==> config.mk <==
export PLATFORM = sky130hd
export DESIGN_NAME = selection_sorter
export DESIGN_NICKNAME = d
export VERILOG_FILES = /design/src/hdl/ss_pkg.sv /design/src/hdl/ss_cmp.sv /design/src/hdl/ss_ctrl.sv /design/src/hdl/selection_sorter.sv
export SDC_FILE = /design/constraint.sdc
export NUM_CORES = 1
export LEC_CHECK = 0
export ABC_AREA = 1
export BUFFER_PORTS_ARGS = -buffer_cell sky130_fd_sc_hd__buf_2
export CORE_UTILIZATION = 25
export CTS_CLUSTER_DIAMETER = 40
export DETAILED_ROUTE_END_ITERATION = 10
export SYNTH_ARGS = -nofsm -noshare
export SYNTH_HDL_FRONTEND = slang
export SYNTH_SLANG_ARGS = --single-unit
export TNS_END_PERCENT = 1
==> constraint.sdc <==
create_clock -name i_clk -period 4.35 [get_ports i_clk]
set_input_delay 0.87 -clock i_clk [delete_from_list [all_inputs] [get_ports i_clk]]
set_output_delay 0.87 -clock i_clk [all_outputs]
set_load 0.05 [all_outputs]
==> src/hdl/ss_pkg.sv <==
package ss_pkg;

    localparam int MAX_ITEMS = 16;
    localparam int IDX_W     = (MAX_ITEMS > 1) ? $clog2(MAX_ITEMS) : 1;
    localparam int CNT_W     = $clog2(MAX_ITEMS + 1);
    localparam int DATA_W    = 32;

    typedef enum logic [2:0] {
        S_LOAD,
        S_SEL_START,
        S_SEL_FIRST,
        S_SCAN,
        S_SWAP_A,
        S_SWAP_B,
        S_OUT_RD,
        S_OUT
    } t_state;

    typedef struct packed {
        logic signed [DATA_W-1:0] value;
        logic                     last;
        logic                     ovf;
    } t_res;

endpackage

==> src/hdl/ss_cmp.sv <==
module ss_cmp (
    input  logic signed [ss_pkg::DATA_W-1:0] i_a,
    input  logic signed [ss_pkg::DATA_W-1:0] i_b,
    output logic                             o_lt
);

    // strict signed compare, ties keep the earlier candidate
    assign o_lt = (i_a < i_b);

endmodule

==> src/hdl/ss_ctrl.sv <==
module ss_ctrl (
    input  logic                             i_clk,
    input  logic                             i_rst_n,
    input  logic                             i_valid,
    output logic                             o_ready,
    input  logic signed [ss_pkg::DATA_W-1:0] i_value,
    input  logic                             i_last,
    output ss_pkg::t_res                     o_res,
    output logic                             o_res_valid,
    input  logic                             i_res_ready
);

    ss_pkg::t_state r_state, n_state;

    logic [ss_pkg::CNT_W-1:0]         r_cnt, n_cnt;
    logic                             r_drop, n_drop;
    logic [ss_pkg::IDX_W-1:0]         r_i, n_i;
    logic [ss_pkg::IDX_W-1:0]         r_j, n_j;
    logic [ss_pkg::IDX_W-1:0]         r_k, n_k;
    logic [ss_pkg::IDX_W-1:0]         r_best_idx, n_best_idx;
    logic signed [ss_pkg::DATA_W-1:0] r_best_val, n_best_val;
    logic signed [ss_pkg::DATA_W-1:0] r_i_val, n_i_val;
    logic signed [ss_pkg::DATA_W-1:0] r_rd_data;

    logic signed [ss_pkg::DATA_W-1:0] r_mem [ss_pkg::MAX_ITEMS];

    logic [ss_pkg::IDX_W-1:0]         w_rd_addr;
    logic                             w_we;
    logic [ss_pkg::IDX_W-1:0]         w_wr_addr;
    logic signed [ss_pkg::DATA_W-1:0] w_wr_data;
    logic [ss_pkg::CNT_W-1:0]         w_cnt_m1;
    logic [ss_pkg::IDX_W-1:0]         w_last_idx;
    logic                             w_lt;

    assign w_cnt_m1   = r_cnt - ss_pkg::CNT_W'(1);
    assign w_last_idx = w_cnt_m1[ss_pkg::IDX_W-1:0];

    ss_cmp u_cmp (
        .i_a  (r_rd_data),
        .i_b  (r_best_val),
        .o_lt (w_lt)
    );

    always_ff @(posedge i_clk) begin
        if (!i_rst_n) begin
            r_state <= ss_pkg::S_LOAD;
            r_cnt   <= '0;
            r_drop  <= 1'b0;
        end else begin
            r_state <= n_state;
            r_cnt   <= n_cnt;
            r_drop  <= n_drop;
        end
    end

    always_ff @(posedge i_clk) begin
        r_i        <= n_i;
        r_j        <= n_j;
        r_k        <= n_k;
        r_best_idx <= n_best_idx;
        r_best_val <= n_best_val;
        r_i_val    <= n_i_val;
    end

    always_ff @(posedge i_clk) begin
        if (w_we) begin
            r_mem[w_wr_addr] <= w_wr_data;
        end
        r_rd_data <= r_mem[w_rd_addr];
    end

    always_comb begin
        n_state     = r_state;
        n_cnt       = r_cnt;
        n_drop      = r_drop;
        n_i         = r_i;
        n_j         = r_j;
        n_k         = r_k;
        n_best_idx  = r_best_idx;
        n_best_val  = r_best_val;
        n_i_val     = r_i_val;
        w_rd_addr   = r_k;
        w_we        = 1'b0;
        w_wr_addr   = r_i;
        w_wr_data   = r_best_val;
        o_ready     = 1'b0;
        o_res_valid = 1'b0;

        unique case (r_state)
            ss_pkg::S_LOAD: begin
                o_ready = 1'b1;
                if (i_valid) begin
                    if (r_cnt < ss_pkg::CNT_W'(ss_pkg::MAX_ITEMS)) begin
                        w_we      = 1'b1;
                        w_wr_addr = r_cnt[ss_pkg::IDX_W-1:0];
                        w_wr_data = i_value;
                        n_cnt     = r_cnt + ss_pkg::CNT_W'(1);
                    end else begin
                        n_drop = 1'b1;
                    end
                    if (i_last) begin
                        n_i = '0;
                        n_k = '0;
                        // a single stored value needs no sorting
                        if (n_cnt == ss_pkg::CNT_W'(1)) begin
                            n_state = ss_pkg::S_OUT_RD;
                        end else begin
                            n_state = ss_pkg::S_SEL_START;
                        end
                    end
                end
            end
            ss_pkg::S_SEL_START: begin
                w_rd_addr = r_i;
                n_state   = ss_pkg::S_SEL_FIRST;
            end
            ss_pkg::S_SEL_FIRST: begin
                n_best_val = r_rd_data;
                n_i_val    = r_rd_data;
                n_best_idx = r_i;
                n_j        = r_i + ss_pkg::IDX_W'(1);
                w_rd_addr  = r_i + ss_pkg::IDX_W'(1);
                n_state    = ss_pkg::S_SCAN;
            end
            ss_pkg::S_SCAN: begin
                // r_rd_data holds entry r_j, next entry is fetched meanwhile
                if (w_lt) begin
                    n_best_val = r_rd_data;
                    n_best_idx = r_j;
                end
                if (r_j == w_last_idx) begin
                    n_state = ss_pkg::S_SWAP_A;
                end else begin
                    n_j       = r_j + ss_pkg::IDX_W'(1);
                    w_rd_addr = r_j + ss_pkg::IDX_W'(1);
                end
            end
            ss_pkg::S_SWAP_A: begin
                w_we      = 1'b1;
                w_wr_addr = r_i;
                w_wr_data = r_best_val;
                n_state   = ss_pkg::S_SWAP_B;
            end
            ss_pkg::S_SWAP_B: begin
                w_we      = 1'b1;
                w_wr_addr = r_best_idx;
                w_wr_data = r_i_val;
                if (r_i == w_last_idx - ss_pkg::IDX_W'(1)) begin
                    n_k     = '0;
                    n_state = ss_pkg::S_OUT_RD;
                end else begin
                    n_i     = r_i + ss_pkg::IDX_W'(1);
                    n_state = ss_pkg::S_SEL_START;
                end
            end
            ss_pkg::S_OUT_RD: begin
                w_rd_addr = r_k;
                n_state   = ss_pkg::S_OUT;
            end
            ss_pkg::S_OUT: begin
                w_rd_addr   = r_k;
                o_res_valid = 1'b1;
                if (i_res_ready) begin
                    if (r_k == w_last_idx) begin
                        n_cnt   = '0;
                        n_drop  = 1'b0;
                        n_state = ss_pkg::S_LOAD;
                    end else begin
                        n_k     = r_k + ss_pkg::IDX_W'(1);
                        n_state = ss_pkg::S_OUT_RD;
                    end
                end
            end
        endcase
    end

    assign o_res.value = r_rd_data;
    assign o_res.last  = (r_k == w_last_idx);
    assign o_res.ovf   = r_drop;

    a_cnt_range: assert property (@(posedge i_clk) disable iff (!i_rst_n)
        r_cnt <= ss_pkg::CNT_W'(ss_pkg::MAX_ITEMS))
        else $error("fill count beyond capacity");

    a_scan_order: assert property (@(posedge i_clk) disable iff (!i_rst_n)
        (r_state == ss_pkg::S_SCAN) |-> (r_j > r_i) && (r_best_idx >= r_i)
                                        && (r_best_idx <= r_j))
        else $error("scan indexes out of order");

    a_sort_nonempty: assert property (@(posedge i_clk) disable iff (!i_rst_n)
        (r_state == ss_pkg::S_SEL_START) |-> (r_cnt >= ss_pkg::CNT_W'(2)))
        else $error("selection pass started on fewer than two values");

    a_out_nonempty: assert property (@(posedge i_clk) disable iff (!i_rst_n)
        o_res_valid |-> (r_cnt != '0) && (r_k <= w_last_idx))
        else $error("result issued past the stored run");

    a_run_clear: assert property (@(posedge i_clk) disable iff (!i_rst_n)
        (o_res_valid && i_res_ready && o_res.last) |=>
            (r_state == ss_pkg::S_LOAD) && (r_cnt == '0) && !r_drop)
        else $error("run state not cleared after final result");

endmodule

==> src/hdl/selection_sorter.sv <==
// selection_sorter collects a run of signed 32-bit values, one per input
// transaction, until a transaction with i_last set. The run is then sorted
// in place in a 16-entry single-write-port store by one shared comparator:
// for each position the store is read and its first candidate latched, each
// remaining entry is compared in turn, and two swap writes follow.
// Each sorted value is then read from the store and handed off to the output
// register, with o_last_out on the final one. The input side is not ready
// from the last transaction of a run until the final result of that run has
// been handed off. Values beyond 16 are dropped and the whole run's results
// carry o_overflow.
module selection_sorter (
    input  logic                             i_clk,
    input  logic                             i_rst_n,
    input  logic                             i_valid,
    output logic                             o_ready,
    input  logic signed [ss_pkg::DATA_W-1:0] i_value,
    input  logic                             i_last,
    output logic                             o_valid,
    input  logic                             i_ready,
    output logic signed [ss_pkg::DATA_W-1:0] o_sorted_value,
    output logic                             o_last_out,
    output logic                             o_overflow
);

    ss_pkg::t_res w_res;
    logic         w_res_valid;
    logic         w_res_ready;

    logic                             r_valid;
    logic signed [ss_pkg::DATA_W-1:0] r_value;
    logic                             r_last;
    logic                             r_ovf;

    ss_ctrl u_ctrl (
        .i_clk       (i_clk),
        .i_rst_n     (i_rst_n),
        .i_valid     (i_valid),
        .o_ready     (o_ready),
        .i_value     (i_value),
        .i_last      (i_last),
        .o_res       (w_res),
        .o_res_valid (w_res_valid),
        .i_res_ready (w_res_ready)
    );

    assign w_res_ready = !r_valid || i_ready;

    always_ff @(posedge i_clk) begin
        if (!i_rst_n) begin
            r_valid <= 1'b0;
        end else if (w_res_ready) begin
            r_valid <= w_res_valid;
        end
    end

    always_ff @(posedge i_clk) begin
        if (w_res_ready && w_res_valid) begin
            r_value <= w_res.value;
            r_last  <= w_res.last;
            r_ovf   <= w_res.ovf;
        end
    end

    assign o_valid        = r_valid;
    assign o_sorted_value = r_value;
    assign o_last_out     = r_last;
    assign o_overflow     = r_ovf;

endmodule

# Word level (Yosys, flattened, before mapping)
# Memory sizes are Yosys's and may differ from the RTL's. A register that Yosys moved wholly into a read port is not among the register bits.
# Index checks and enable logic that the tools add are counted.
# W data, S select, Z words.
dict set report op_classes {
  order_cmp 2
  eq_ne 22
  reduce_logical 16
  mux 49
  n_addsub 6
}
# op count
set ops {}
lappend ops {{$pmux W32 S2} 2}
lappend ops {{$mux W32} 3}
lappend ops {{$mux W4} 11}
lappend ops {{$lt A32 B32 Y1} 1}
lappend ops {{$pmux W4 S2} 4}
lappend ops {{$mux W5} 6}
lappend ops {{$pmux W3 S8} 1}
lappend ops {{$pmux W4 S3} 2}
lappend ops {{$mux W3} 7}
lappend ops {{$ne A2 B2 Y1 const B} 9}
lappend ops {{$add A4 B1 Y4 const B} 3}
lappend ops {{$eq A3 B3 Y1 const B} 4}
lappend ops {{$eq A4 B4 Y1} 3}
lappend ops {{$reduce_and A4 Y1} 3}
lappend ops {{$mux W1} 10}
lappend ops {{$pmux W5 S2} 1}
lappend ops {{$sub A4 B1 Y4 const B} 2}
lappend ops {{$eq A3 B2 Y1 const B} 2}
lappend ops {{$reduce_and A6 Y1} 1}
lappend ops {{$reduce_bool A2 Y1} 3}
lappend ops {{$add A5 B1 Y5 const B} 1}
lappend ops {{$eq A5 B1 Y1 const B} 1}
lappend ops {{$lt A5 B5 Y1 const B} 1}
lappend ops {{$reduce_and A5 Y1} 1}
lappend ops {{other kinds (10)} 13}
dict set report word_totals {
  ramBits 512
  n_memories 1
  wordCells 109
  out_inout_bits 36
  in_bits 37
  ff_bits 124
}
# name depth width rd rd_ports_with_merged_regs write_ports line_no
set memory_table {}
lappend memory_table {u_ctrl.r_mem 16 32 1 1 1 ss_ctrl.sv:25} ;# logic signed [ss_pkg::DATA_W-1:0] r_mem [ss_pkg::MAX_ITEMS];

# Longest topological paths before layout
dict set report depth {
  word_depth 9
  ltp_mapped 21
  mapped_depth_nobuf 18
}

# Modules after synthesis
# Synthesis repeated with hierarchy kept, for this count alone.
dict set report hier_totals {
  cells_unflattened 2869
  hier_area_um2 29558.3
}
# module area_each_um2 instances cells_per_inst seq_area_each_um2
set modules_own_cells {}
lappend modules_own_cells {ss_ctrl 27647.8 1 2693 18597.8}
lappend modules_own_cells {selection_sorter 1072.3 1 41 1041.0}
lappend modules_own_cells {ss_cmp 838.3 1 135 0.0}

# Worst setup path after synthesis
# No wires, ideal clock.
dict set report synth_timing {
  kind {input -> register}
  start {in i_valid}
  end {mem u_ctrl.r_mem[7][0] in the netlist's numbering, enable pin}
  t_required_ps 3929
  path_buffers 1
  arrival_ps 3494
  path_slack_ps 435
  cell_stages 11
  setup_time_ps 421
  cell_sequence {inv_1 nor2_1 inv_1 nor2_4 nor2_1 inv_1 buf_4 o221ai_1 inv_1 nand2_1 nor2_1}
}
dict set report synth_between {
  elab_chain_len 4
  elab_cells_between_ends 6
  classes_between {6 x mux}
}
# item line_no
set synth_rtl {}
lappend synth_rtl {{start, declared} selection_sorter.sv:14} ;# input logic i_valid,
lappend synth_rtl {{$mux W1} ss_ctrl.sv:92} ;# if (i_valid) begin
lappend synth_rtl {{$pmux W1 S2} ss_ctrl.sv:89} ;# unique case (r_state)
lappend synth_rtl {{$mux W1} ss_ctrl.sv:66} ;# if (w_we) begin
lappend synth_rtl {{$mux W1 (implied by the code)} ss_ctrl.sv:67} ;# r_mem[w_wr_addr] <= w_wr_data;
lappend synth_rtl {{end, declared} ss_ctrl.sv:25}
# Several ways; a longest one is shown, not always the timed one.

# Worst setup path in the final report
dict set report layout_timing {
  start {reg u_ctrl.r_cnt[0] in the netlist's numbering}
  end {reg u_ctrl.r_rd_data[3] in the netlist's numbering, read port of u_ctrl.r_mem}
}
dict set report layout_between {
  elab_chain_len 4
}
# item line_no
set layout_rtl {}
lappend layout_rtl {{start, declared} ss_ctrl.sv:15} ;# logic [ss_pkg::CNT_W-1:0] r_cnt, n_cnt;
lappend layout_rtl {{start signal, assigned} ss_ctrl.sv:51} ;# r_cnt <= n_cnt;
lappend layout_rtl {{$sub A4 B1 Y4} ss_ctrl.sv:35} ;# assign w_cnt_m1 = r_cnt - ss_pkg::CNT_W'(1);
lappend layout_rtl {{$eq A4 B4 Y1} ss_ctrl.sv:131} ;# if (r_j == w_last_idx) begin
lappend layout_rtl {{$mux W4} ss_ctrl.sv:131}
lappend layout_rtl {{$pmux W4 S3} ss_ctrl.sv:89}
lappend layout_rtl {{end, declared} ss_ctrl.sv:23} ;# logic signed [ss_pkg::DATA_W-1:0] r_rd_data;
# No other way between the ends.
# A chain may end at the register's enable or synchronous reset.

==> summary.md <==
| Metric | Value |
|---|---|
| Most instantiated cells after synthesis | edfxtp_1, nand3_1, nand2_1 |
| Post-synth EDFFs | 626 |
| CP max-delay cell | dfxtp_1 |
| Worst vdd rail ir drop | 0.0009466 V |
| Leak | 13.78 nW |
| Sink Count | 668 |
| Cell accounting for the most synthesized area | edfxtp_1 |
| Fmax | 280.2 MHz |
| CP endpoint kind | flip-flop |
| Top post-synthesis cells by area | edfxtp_1, nand3_1, nand2_1, inv_1, dfxtp_1 |
| CP Max Fanout | 110 |
| Routability cong. | 0.8314 |
| Routed Antenna Nets | 0 |
| WL/cell | 17.98 um |
| Critical path type | flip-flop to flip-flop |
| DR pass1 iterations | 5 |
| Vias per cell | 4.563 |
| CP max stage delay | 0.57 ns |
| Hold WS | 0.4400 ns |
| Die ar. | 118700 sq um |
| Die X-Extent | 344.5 um |
| Drt first-iter violations | 1864 |
| Clk slew on worst S/H paths | 0.06 ns |
| Internal cell power | 0.01744 W |
| Routing usage on met1 | 17.19% |
| M2 GR Usage | 21.57% |
| Htree depth | 3 |
| Fin Clk Skew | 0.03003 ns |
| Worst slew margin | 8.928% |
| Clock buffer count from CTS | 85 |
| RSZ-0062 raised after global routing | false |
| Sequential Power Share | 33.4% |
| Synth Instances | 2684 |
| Fill count | 11790 |
| Flops & latches, synth | 668 |
| Post-CTS Hold Buffers | 0 |
| Non-Filler Instances | 4380 |
| DRC viols | 0 |
| Worst hold path type | flip-flop to flip-flop |
| Core area | 116200 sq um |
| Fin Setup TNS | 0 ns |
| Global route overflow | 0 |
| Via count | 19990 |
| Worst path bufs/invs | 3 |
| Final Critical Period | 3.568 ns |
| Switching Share | 41.79% |
| Tot GR Track Use | 13.02% |
| Mean Syn Cell Area | 10.93 sq um |
| NetSw | 0.01252 W |
| Routed wire length | 78.74 mm |
| Final setup viols | 0 |
| Cell Pwr Density | 857.2 nW/um^2 |
| Max_cap viols | 0 |
| Row count | 125 |
| Post-layout util | 30.08% |
| Combinational share of power | 42.1% |
| Clock share of power | 24.6% |
| Largest net degree at the start of global routing | 111 |
| Warnings from Yosys | 0 |
| Boundary Pins | 73 |
| Layout area overhead | 19.16% |
| Initial antenna violation count | 0 |
| Seq/Total Area, Yosys | 66.95% |
| Synth top area share | 64.09% |
| Post-CTS Setup Inserts | 0 |
| Layout cells sized above 1 | 12.19% |
| Dpl hpwl | 44.84 mm |
| Die height | 344.5 um |
| Global-route layer with the greatest usage | met2 |
| NumNets Final | 2861 |
| Ys async rst share | 0% |
| Met3 usage | 1.791% |
| First-pass GRT wire length | 117.6 mm |
| DP Cell Count | 4221 |
| Worst Setup SP | u_ctrl.r_cnt[0]$_SDFFE_PN0P_ |
| Vias in the first global route | 19220 |
| Crit path launch type | flip-flop |
| Netlist cell types | 38 |
| Final total power | 0.02996 W |
| Synth Flop Type | edfxtp_1 |
| TritonCTS clock tree | yes |
| Cell Area, Synth | 29330 sq um |
| Data required, critical path | 4.86 ns |
| Worst reg2reg startpoint | u_ctrl.r_cnt[0]$_SDFFE_PN0P_ |
| Final-report hold violation count | 0 |
| Hold wc startpoint | u_ctrl.r_drop$_SDFFE_PN0P_ |
| Tcrit/Tclk final | 82.03% |
| Syn_nets | 2760 |
| Crit path DAT | 4.08 ns |
| Slew @ Worst Pin | 1.360 ns |
| Port bufs | 72 |
| Critical path, cell by cell | clkinv_4 -> ha_1 -> inv_1 -> nand2_1 -> nand2_1 -> nand2_1 -> nor2_2 -> nand2_2 -> nand2_1 -> nand3_1 -> nand2_8 -> buf_12 -> nand3_1 -> nand3_1 -> nand3_1 -> nand3_1 -> nand2_1 |
| CTS resizes | 0 |
| Outcome | complete, no violations |
| Root Buffer | clkbuf_16 |
| Insertion delay to the later sink of the worst-skew pair | 0.64 ns |
| CP top delay family | simple AND/OR/NAND/NOR gates |
| Most common cell in the synthesized netlist | edfxtp_1 |
| Maximum root-to-sink buffer count | 3 |
| Initial core utilization | 25.24% |
| Slew Limit Fails | 0 |
[cell families (layout without fill, tap and decap cells)]
kind of cell    Yosys count  in the layout  synth area share [%]
fa+ha+maj                39             39                 1.664
simple gates           1259           1259                 20.18
mux                       1              1               0.03413
compound gates          119            119                 2.414
buf+inv                 585            756                 8.369
xor+xnor                 13             13                0.3882
flops                   668            668                 66.95
other cells               0              1                     0
[cells in the final DEF (no fill, tap or decap), drive strengths merged]
cell        n
o21ai      40
or2         2
nor2       55
nor4        1
o31ai       1
o221ai      4
diode       1
clkinv     21
dfxtp      42
mux2i       1
o211ai     27
a22oi       1
nor3        5
nand2     491
nand3     600
bufinv     11
ha         39
inv       451
nand4       9
a21oi      42
o21a        1
a211oi      3
clkbuf    105
xor2        8
edfxtp    626
nand3b     96
buf       159
clkinvlp    9
xnor2       5
[final cells by class]
cell class | count | area, sq um | share of cell area (%)
Sequential cell | 668 | 19640 | 56.19
Multi-Input combinational cell | 1431 | 7437 | 21.28
Clock buffer | 105 | 2347 | 6.716
Tap cell | 1524 | 1907 | 5.456
Inverter | 440 | 1659 | 4.747
Timing Repair Buffer | 159 | 1301 | 3.723
Clock inverter | 52 | 658.1 | 1.883
Antenna cell | 1 | 2.502 | 0.007160
[metrics by stage]
step | area (sq um) | setup slack [ns]
6_report | 34950 | 0.7816
5_1_grt | 34950 | 0.5168
4_1_cts | 34940 | 0.7808
3_5_place_dp | 31940 | 0.8052
3_3_place_gp | 31940 | 0.8084
2_1_floorplan | 29330 | 0.4348
[layer usage]
| metal | part of all wire (%) | routed length, um |
|---|---|---|
| met1 | 43 | 33740 |
| met2 | 47 | 37390 |
| met3 | 7.0 | 5477 |
| met4 | 2.7 | 2132 |
| met5 | 0 | 0 |
[registers in the layout (all words and copies together), names as in the netlist]
signal             flops
u_ctrl.r_cnt           5
u_ctrl.r_state         3
u_ctrl.r_i_val        32
u_ctrl.r_drop          1
u_ctrl.r_i             4
o_overflow             1
u_ctrl.r_rd_data      32
u_ctrl.r_j             4
o_valid                1
u_ctrl.r_best_idx      4
u_ctrl.r_best_val     32
u_ctrl.r_mem         512
o_sorted_value        32
u_ctrl.r_k             4
o_last_out             1
[worst paths after layout]
check	endpoint	slack [ns]	cells past startpoint
setup / recovery	u_ctrl.r_rd_data[3]$_DFF_P_	0.78	17
hold / removal	o_overflow$_DFFE_PP_	0.44	0
setup reg to reg	u_ctrl.r_rd_data[3]$_DFF_P_	0.78	17
hold reg to reg	o_overflow$_DFFE_PP_	0.44	0
[power by group through the flow]
stage	clock network, W	logic [W]	registers (W)
after global placement	0	0.0124	0.0101
after detailed placement	0	0.0125	0.0101
final	0.00736	0.0126	0.0100
after global routing	0.00771	0.0138	0.0101
after CTS	0.00746	0.0126	0.00999
after floorplan	0	0.00846	0.00984
Power figures use the tool's default switching activity.
